$ cat src/sv/oaat_pkg.sv
package oaat_pkg;

    // Field and register widths.
    localparam int unsigned HashWidth  = 32;
    localparam int unsigned ByteWidth  = 8;
    localparam int unsigned ShiftWidth = 5;
    localparam int unsigned CfgIdxWidth  = 8;
    localparam int unsigned CfgDataWidth = 5;

    // Configuration register indexes.
    localparam logic [CfgIdxWidth-1:0] RegMixShift = 8'd0;
    localparam logic [CfgIdxWidth-1:0] RegSignExt  = 8'd1;

    // Reset values of the configuration registers.
    localparam logic [ShiftWidth-1:0] MixShiftReset = 5'd10;
    localparam logic                  SignExtReset  = 1'b1;

    // Fixed shift amounts of the mix and finalization steps.
    localparam int unsigned XorShift  = 6;
    localparam int unsigned FinShiftA = 3;
    localparam int unsigned FinShiftB = 11;
    localparam int unsigned FinShiftC = 15;

    // Mixes one byte into the running hash.
    function automatic logic [HashWidth-1:0] mix_byte(
        input logic [HashWidth-1:0]  h,
        input logic [ByteWidth-1:0]  b,
        input logic [ShiftWidth-1:0] shift,
        input logic                  sign_ext
    );
        logic [HashWidth-1:0] widened;
        logic [HashWidth-1:0] h1;
        logic [HashWidth-1:0] h2;
        begin
            if (sign_ext && b[ByteWidth-1])
            begin
                widened = {{(HashWidth-ByteWidth){1'b1}}, b};
            end
            else
            begin
                widened = {{(HashWidth-ByteWidth){1'b0}}, b};
            end
            h1 = h + widened;
            h2 = h1 + (h1 << shift);
            return h2 ^ (h2 >> XorShift);
        end
    endfunction

    // Final avalanche applied at the end of a string.
    function automatic logic [HashWidth-1:0] finalize(input logic [HashWidth-1:0] h);
        logic [HashWidth-1:0] f1;
        logic [HashWidth-1:0] f2;
        begin
            f1 = h + (h << FinShiftA);
            f2 = f1 ^ (f1 >> FinShiftB);
            return f2 + (f2 << FinShiftC);
        end
    endfunction

endpackage

$ cat src/sv/one_at_a_time_string_hash.sv
// One-at-a-time string hash: the block takes one byte of a string per beat on the input
// channel, with is_last marking the final beat, and returns one finalized 32-bit hash per
// string. It accepts a new beat in every cycle as long as the output side keeps up; the
// rate is set by the running-hash register, whose add, shift-add and xor-shift update
// is computed combinationally. The mixed hash of a finished string passes through the
// finalization stage register and then the output register, with the finalization applied
// on the way into the output register. A stalled output holds the result and, once the
// finalization stage is also full, holds off further input. Configuration writes are
// always accepted and take effect from the next beat on.
module one_at_a_time_string_hash
(
    input  logic                                clk,
    input  logic                                rst_n,

    input  logic                                cfg_valid,
    output logic                                cfg_ready,
    input  logic [oaat_pkg::CfgIdxWidth-1:0]    cfg_index,
    input  logic [oaat_pkg::CfgDataWidth-1:0]   cfg_data,

    input  logic                                in_valid,
    output logic                                in_ready,
    input  logic [oaat_pkg::ByteWidth-1:0]      text_byte,
    input  logic                                byte_present,
    input  logic                                is_last,

    output logic                                out_valid,
    input  logic                                out_ready,
    output logic [oaat_pkg::HashWidth-1:0]      hash_value
);

    logic [oaat_pkg::ShiftWidth-1:0] mix_shift_reg;
    logic                            sign_ext_reg;
    logic [oaat_pkg::HashWidth-1:0]  running_hash_reg;
    logic [oaat_pkg::HashWidth-1:0]  running_hash_next;
    logic [oaat_pkg::HashWidth-1:0]  fin_hash_reg;
    logic                            fin_valid_reg;
    logic [oaat_pkg::HashWidth-1:0]  out_hash_reg;
    logic                            out_valid_reg;
    logic                            in_fire;
    logic                            fin_advance;
    logic                            out_free;

    // Configuration writes never stall.
    assign cfg_ready = 1'b1;

    always_ff @(posedge clk or negedge rst_n)
    begin
        if (!rst_n)
        begin
            mix_shift_reg <= oaat_pkg::MixShiftReset;
            sign_ext_reg  <= oaat_pkg::SignExtReset;
        end
        else if (cfg_valid)
        begin
            unique case (cfg_index)
                oaat_pkg::RegMixShift: mix_shift_reg <= cfg_data;
                oaat_pkg::RegSignExt:  sign_ext_reg  <= cfg_data[0];
                default: ;
            endcase
        end
    end

    // Pipeline flow: the output register frees up when empty or taken,
    // and the finalization stage moves on into it.
    assign out_free    = !out_valid_reg || out_ready;
    assign fin_advance = fin_valid_reg && out_free;
    assign in_ready    = !fin_valid_reg || out_free;
    assign in_fire     = in_valid && in_ready;

    // Per-byte mix of the running hash.
    always_comb
    begin
        if (byte_present)
        begin
            running_hash_next = oaat_pkg::mix_byte(running_hash_reg, text_byte,
                                                   mix_shift_reg, sign_ext_reg);
        end
        else
        begin
            running_hash_next = running_hash_reg;
        end
    end

    always_ff @(posedge clk or negedge rst_n)
    begin
        if (!rst_n)
        begin
            running_hash_reg <= '0;
        end
        else if (in_fire)
        begin
            running_hash_reg <= is_last ? '0 : running_hash_next;
        end
    end

    // Finalization stage holds the mixed hash of a completed string.
    always_ff @(posedge clk or negedge rst_n)
    begin
        if (!rst_n)
        begin
            fin_valid_reg <= 1'b0;
        end
        else if (in_fire)
        begin
            fin_valid_reg <= is_last;
        end
        else if (fin_advance)
        begin
            fin_valid_reg <= 1'b0;
        end
    end

    always_ff @(posedge clk)
    begin
        if (in_fire && is_last)
        begin
            fin_hash_reg <= running_hash_next;
        end
    end

    // Output register with the finalized hash.
    always_ff @(posedge clk or negedge rst_n)
    begin
        if (!rst_n)
        begin
            out_valid_reg <= 1'b0;
        end
        else if (out_free)
        begin
            out_valid_reg <= fin_valid_reg;
        end
    end

    always_ff @(posedge clk)
    begin
        if (fin_advance)
        begin
            out_hash_reg <= oaat_pkg::finalize(fin_hash_reg);
        end
    end

    assign out_valid  = out_valid_reg;
    assign hash_value = out_hash_reg;

    // A string end clears the running hash for the next string.
    assert property (@(posedge clk) disable iff (!rst_n)
        (in_fire && is_last) |=> (running_hash_reg == '0))
        else $error("running hash not cleared after string end");

    // A string end always loads the finalization stage.
    assert property (@(posedge clk) disable iff (!rst_n)
        (in_fire && is_last) |=> fin_valid_reg)
        else $error("finalization stage not loaded on string end");

    // A beat without a byte and without an end leaves the hash alone.
    assert property (@(posedge clk) disable iff (!rst_n)
        (in_fire && !byte_present && !is_last) |=> $stable(running_hash_reg))
        else $error("running hash changed on an empty beat");

    // Input is held off while both result stages are full and stalled.
    assert property (@(posedge clk) disable iff (!rst_n)
        (fin_valid_reg && out_valid_reg && !out_ready) |-> !in_ready)
        else $error("input accepted with a full, stalled pipeline");

    // A write to the mix shift register lands on the next cycle.
    assert property (@(posedge clk) disable iff (!rst_n)
        (cfg_valid && cfg_index == oaat_pkg::RegMixShift)
            |=> (mix_shift_reg == $past(cfg_data)))
        else $error("mix shift write lost");

endmodule

$ cat config.mk
export PLATFORM = sky130hd
export DESIGN_NAME = one_at_a_time_string_hash
export DESIGN_NICKNAME = d
export VERILOG_FILES = /design/src/sv/oaat_pkg.sv /design/src/sv/one_at_a_time_string_hash.sv
export SDC_FILE = /design/constraint.sdc
export NUM_CORES = 1
export LEC_CHECK = 0
export ABC_AREA = 1
export ABC_CLOCK_PERIOD_IN_PS = 8100
export BUFFER_PORTS_ARGS = -buffer_cell sky130_fd_sc_hd__buf_2
export CORE_MARGIN = 8
export CORE_UTILIZATION = 45
export DETAILED_ROUTE_END_ITERATION = 12
export HOLD_SLACK_MARGIN = 0.12
export PLACE_DENSITY = 0.7
export SLEW_MARGIN = 5
export SYNTH_ARGS = -nofsm -noshare
export SYNTH_HDL_FRONTEND = slang
export SYNTH_SLANG_ARGS = --single-unit
export TNS_END_PERCENT = 1
$ cat constraint.sdc
create_clock -name clk -period 8.1 [get_ports clk]
set_input_delay 0.81 -clock clk [delete_from_list [all_inputs] [get_ports clk]]
set_output_delay 0.81 -clock clk [all_outputs]
set_load 0.01 [all_outputs]
After elaboration in Yosys (flattened, before gate mapping):

Cells that the tools add are included.

* register bits: 104
* bits in latches: 0
* memory bits (writable): 0
* memory bits (read-only): 0
* bits of input ports: 28
* output and inout bits: 35
* logic and storage cells: 33
* memories kept: 0

* add/sub/neg operators: 4
* multipliers: 0
* div/mod/pow operators: 0
* order comparisons: 0
* eq/ne operators: 1
* shift-type cells: 1
* mux-type cells: 6
* bitwise gates (word level): 2
* reductions and logical operators: 12

Operators with widths (count)
* 32-bit adder: 4
* 32-bit 2-to-1 mux: 4
* 32-bit by 5-bit << shifter with 32-bit output: 1
* 32-bit by 21-bit bitwise XOR with 32-bit output: 1
* 32-bit by 26-bit bitwise XOR with 32-bit output: 1
* 8-bit by 1-bit equality test with 1-bit output, second input constant: 1
* 8-bit zero test: 1
* 1-bit logical AND: 4
* 2-bit AND reduction: 2
* 1-bit zero test: 2
* 1-bit logical OR: 2
* 1-bit 2-to-1 mux: 2
* 2-bit nonzero test: 1

Depth between registers and ports, before layout:

* word-level depth: 9
* mapped depth: 41

Least setup slack after synthesis:

Ideal clock, no wire load.

* path kind: register to register
* start: reg fin_hash_reg[2] (netlist bit)
* end: reg out_hash_reg, in the netlist hash_value[31], data pin
* data arrival time: 4749 ps
* required time: 7851 ps
* slack: 3102 ps
* cell stages (with the launch flop): 37
* clock period less this slack: 4998 ps
* cells stage by stage: edfxtp_1 > ha_1 > a21oi_1 > nand2_1 > nand2_1 > o211ai_1 > a21boi_2 > o21ai_2 > a21oi_1 > o21ai_1 > a21boi_0 > o21ai_1 > xor2_1 > xor2_1 > ha_1 > inv_1 > fa_1 > inv_1 > a21o_1 > a21oi_1 > o21ai_0 > nand2_1 > nand2_1 > nand2_1 > nand2_1 > nand2_1 > nand2_1 > a21oi_1 > o21bai_1 > a21oi_1 > inv_1 > a21oi_1 > nand3b_1 > nand2_1 > nand2_1 > nand2_1 > inv_1

* cells in the longest elaborated chain, start to end: 3

RTL lines
* start, declared: line one_at_a_time_string_hash.sv:35 `logic [oaat_pkg::HashWidth-1:0] fin_hash_reg;`
* start signal, assigned: line one_at_a_time_string_hash.sv:117 `fin_hash_reg <= running_hash_next;`
* 32-bit adder: line oaat_pkg.sv:54 `f1 = h + (h << FinShiftA);`
* 32-bit by 21-bit bitwise XOR with 32-bit output: line oaat_pkg.sv:55 `f2 = f1 ^ (f1 >> FinShiftB);`
* 32-bit adder: line oaat_pkg.sv:56 `return f2 + (f2 << FinShiftC);`
* end signal, assigned: line one_at_a_time_string_hash.sv:138 `out_hash_reg <= oaat_pkg::finalize(fin_hash_reg);`
* end, declared: line one_at_a_time_string_hash.sv:37 `logic [oaat_pkg::HashWidth-1:0] out_hash_reg;`

No other way between the ends.
A chain may end at the register's enable or synchronous reset.

Worst setup path after layout:

* start: in text_byte[7] (netlist bit)
* end: reg fin_hash_reg[17] (netlist bit), data pin

* cells in the longest elaborated chain, start to end: 8

RTL lines
* start, declared: line one_at_a_time_string_hash.sv:22 `input logic [oaat_pkg::ByteWidth-1:0] text_byte,`
* 1-bit logical AND: line oaat_pkg.sv:35 `if (sign_ext && b[ByteWidth-1])`
* 32-bit 2-to-1 mux *: line oaat_pkg.sv:35
* 32-bit 2-to-1 mux *: line one_at_a_time_string_hash.sv:73 `if (byte_present)`
* 32-bit adder *: line oaat_pkg.sv:43 `h1 = h + widened;`
* 32-bit by 5-bit << shifter with 32-bit output: line oaat_pkg.sv:44 `h2 = h1 + (h1 << shift);`
* 32-bit adder *: line oaat_pkg.sv:44
* 32-bit by 26-bit bitwise XOR with 32-bit output *: line oaat_pkg.sv:45 `return h2 ^ (h2 >> XorShift);`
* 32-bit 2-to-1 mux *: line one_at_a_time_string_hash.sv:73
* named net running_hash_next, one bit: line one_at_a_time_string_hash.sv:34 `logic [oaat_pkg::HashWidth-1:0] running_hash_next;`

The timed path passes the listed nets; every way through them passes the cells marked *. The select of a mux whose other input is x is not followed.

==> qor.yml <==
status: "completed"
area_growth_pct: 7.46
netlist_top_cells_area: "nand2_1, edfxtp_1, ha_1, dfrtp_1, inv_1"
critPathLaunch: "text_byte[7]"
drtIter0Drc: 1172
syn_inst: 1760
synth_nets: 1876
drive_gt1_share_pct: 8.64
antenna_found_initial: 0
maxSlewViolCount: 0
most-common-layout-cells: "nand2_1, inv_1, nand3_1"
fp.dieH_um: 177
vias: 11639
grt_pass1_vias: 11132
ios: 63
rr_startpoint: "fin_hash_reg[4]"
wl_mm: 35.5
startpoint_type: "input port"
reg2reg_depth: 36
synth_top_area_share_pct: 16.8
cts_tree: "built"
worst_setup_path_end_kind: "register"
required_ps: 8210
antenna_left: 0
layout_min_cycle_time_ps: 6330
hold_class: "reg2reg"
crit_end: "fin_hash_reg[17]"
die-area_mm2: 0.0314
synth-seq-cells: 104
post_cts_resized: 0
synth_edf_count: 64
grt_overflow: 0
reg2reg_setup_slack_ps: 2070
hpwl_mm: 29.4
arrival_ps: 6440
synth_ff_type: "edfxtp_1"
setup_viol: 0
final_common_cell: "nand2_1"
cts_root_buffer: "clkbuf_16"
avgSynthCellArea_um2: 6.65
viasPerCell: 5.46
maxCapViolations: 0
die_w_um: 177
drt_first_pass_iters: 5
clk_latency_ps: 360
hold_slack_ps: 503
finClkSkew_ps: 13.8
synth_area_mm2: 0.0117
synth-async-reset-ratio_pct: 38.5
synth_warnings: 0
grt_max_degree: 41
ys_seq_area_share_pct: 25.0
grt_pass1_wl_mm: 56.6
gr-usage-all-layers_pct: 22.5
worst_pin_slew_ps: 977
clkSinkCount: 104
cp_max_fo: 31
hold_violations: 0
fmax_mhz: 158
globalplace.congestion: 1.06
cts_setup_buffers: 0
wire_per_inst_um: 16.7
relSlewSlack_pct: 34.9
rr_endpoint: "hash_value[31]"
clk_pin_slew_ps: 80
coreArea_mm2: 0.0258
placement.io_buffers: 61
crit_type: "in2reg"
start_util_pct: 45.3
drc: 0
clk_path_buf_depth: 2
num_rows: 59
cts_buffers: 9
yosysTopAreaCell: "nand2_1"
nets: 1906
htree_levels: 3
tns_ps: 0
fin_crit_sh_pct: 78.1
cts_hold_buf: 0
synth.distinct_cells: 57
diodes: 0
rsz0062_at_grt: "no"
Yosys cell counts (all sizes together) (2+ instances only):
library cell,instances
nand2,537
inv,203
nand3,153
nor2,130
o21ai,130
a21oi,109
ha,84
xor2,83
edfxtp,64
dfrtp,37
xnor2,34
clkbuf,28
buf,24
a21boi,15
and2,14
nand4,12
nor3,11
a31oi,10
o21a,10
a22o,9
o21bai,8
o22ai,7
or2,7
mux2i,5
fa,4
mux2,4
nand3b,4
o211ai,4
a21o,3
dfstp,3
a211oi,2
clkinv,2
o221ai,2
logic make-up after synthesis:
kind of cell	Yosys count	synth area share (%)
AO/OA/AOI/OAI	314	15.3
buffers and inverters	257	8.70
other	1	0.0320
adder cells (fa/ha/maj)	88	9.66
multiplexers	9	0.812
flip-flops	104	25.0
AND/OR/NAND/NOR	869	31.5
XOR/XNOR	118	9.01
routing by layer:
metal	track usage (%)	wire length, um	up-vias	part of all wire, %
met5	0	0	-	0
met4	10.7	1560	0	4.4
met3	2.53	2260	99	6.4
met2	37.0	16200	446	46
met1	29.1	15500	5247	44
li1	-	-	5847	-
per-stage QoR:
stage	setup WS (ps)	std cells	util (%)	instance area [um^2]
after floorplan	3100	1760	-	11700
after global routing	1220	2130	48.7	12600
after detailed placement	1540	2114	47.5	12300
final	1770	2130	48.7	12600
after global placement	1520	2114	47.5	12300
after CTS	1910	2130	48.7	12600
critical path, stage by stage:
cell and delay [ps]:
buf_2 460, nand2_2 510, nand2_1 270, nand2_2 130, nor2_4 140, nand2_1 60
nand2_1 80, nand2_1 80, nand3_2 110, xor2_1 400, o21ai_0 210, nand2_1 90
o21ai_0 120, nand2_1 90, o21ai_0 130, o21ai_0 390, nor2_1 90, ha_1 360
a21oi_1 220, o21a_1 150, a21boi_1 260, inv_1 120, nand3_1 80, nand2_1 90
xor2_1 440, xor2_1 180, a21boi_0 280, inv_1 60
final cells by class:
type	count	area [um^2]
fill	2641	13300
multi-input combinational	1399	7780
sequential	104	2930
inverter	205	769
tap	335	419
timing repair buffer	71	380
clock buffer	9	225
clock inverter	7	81.3
how the worst min path moves through the flow:
| stage | cells after the start | startpoint | endpoint |
|---|---|---|---|
| 4_1_cts | 2 | fin_valid_reg | out_valid |
| 2_1_floorplan | 2 | fin_valid_reg | out_valid |
| 3_3_place_gp | 2 | fin_valid_reg | out_valid |
| 6_report | 2 | fin_valid_reg | out_valid |
| 5_1_grt | 2 | fin_valid_reg | out_valid |
| 3_5_place_dp | 2 | fin_valid_reg | out_valid |
Power is not shown: default switching activity piles up to over one toggle a cycle in this logic, so the estimate is an artifact.
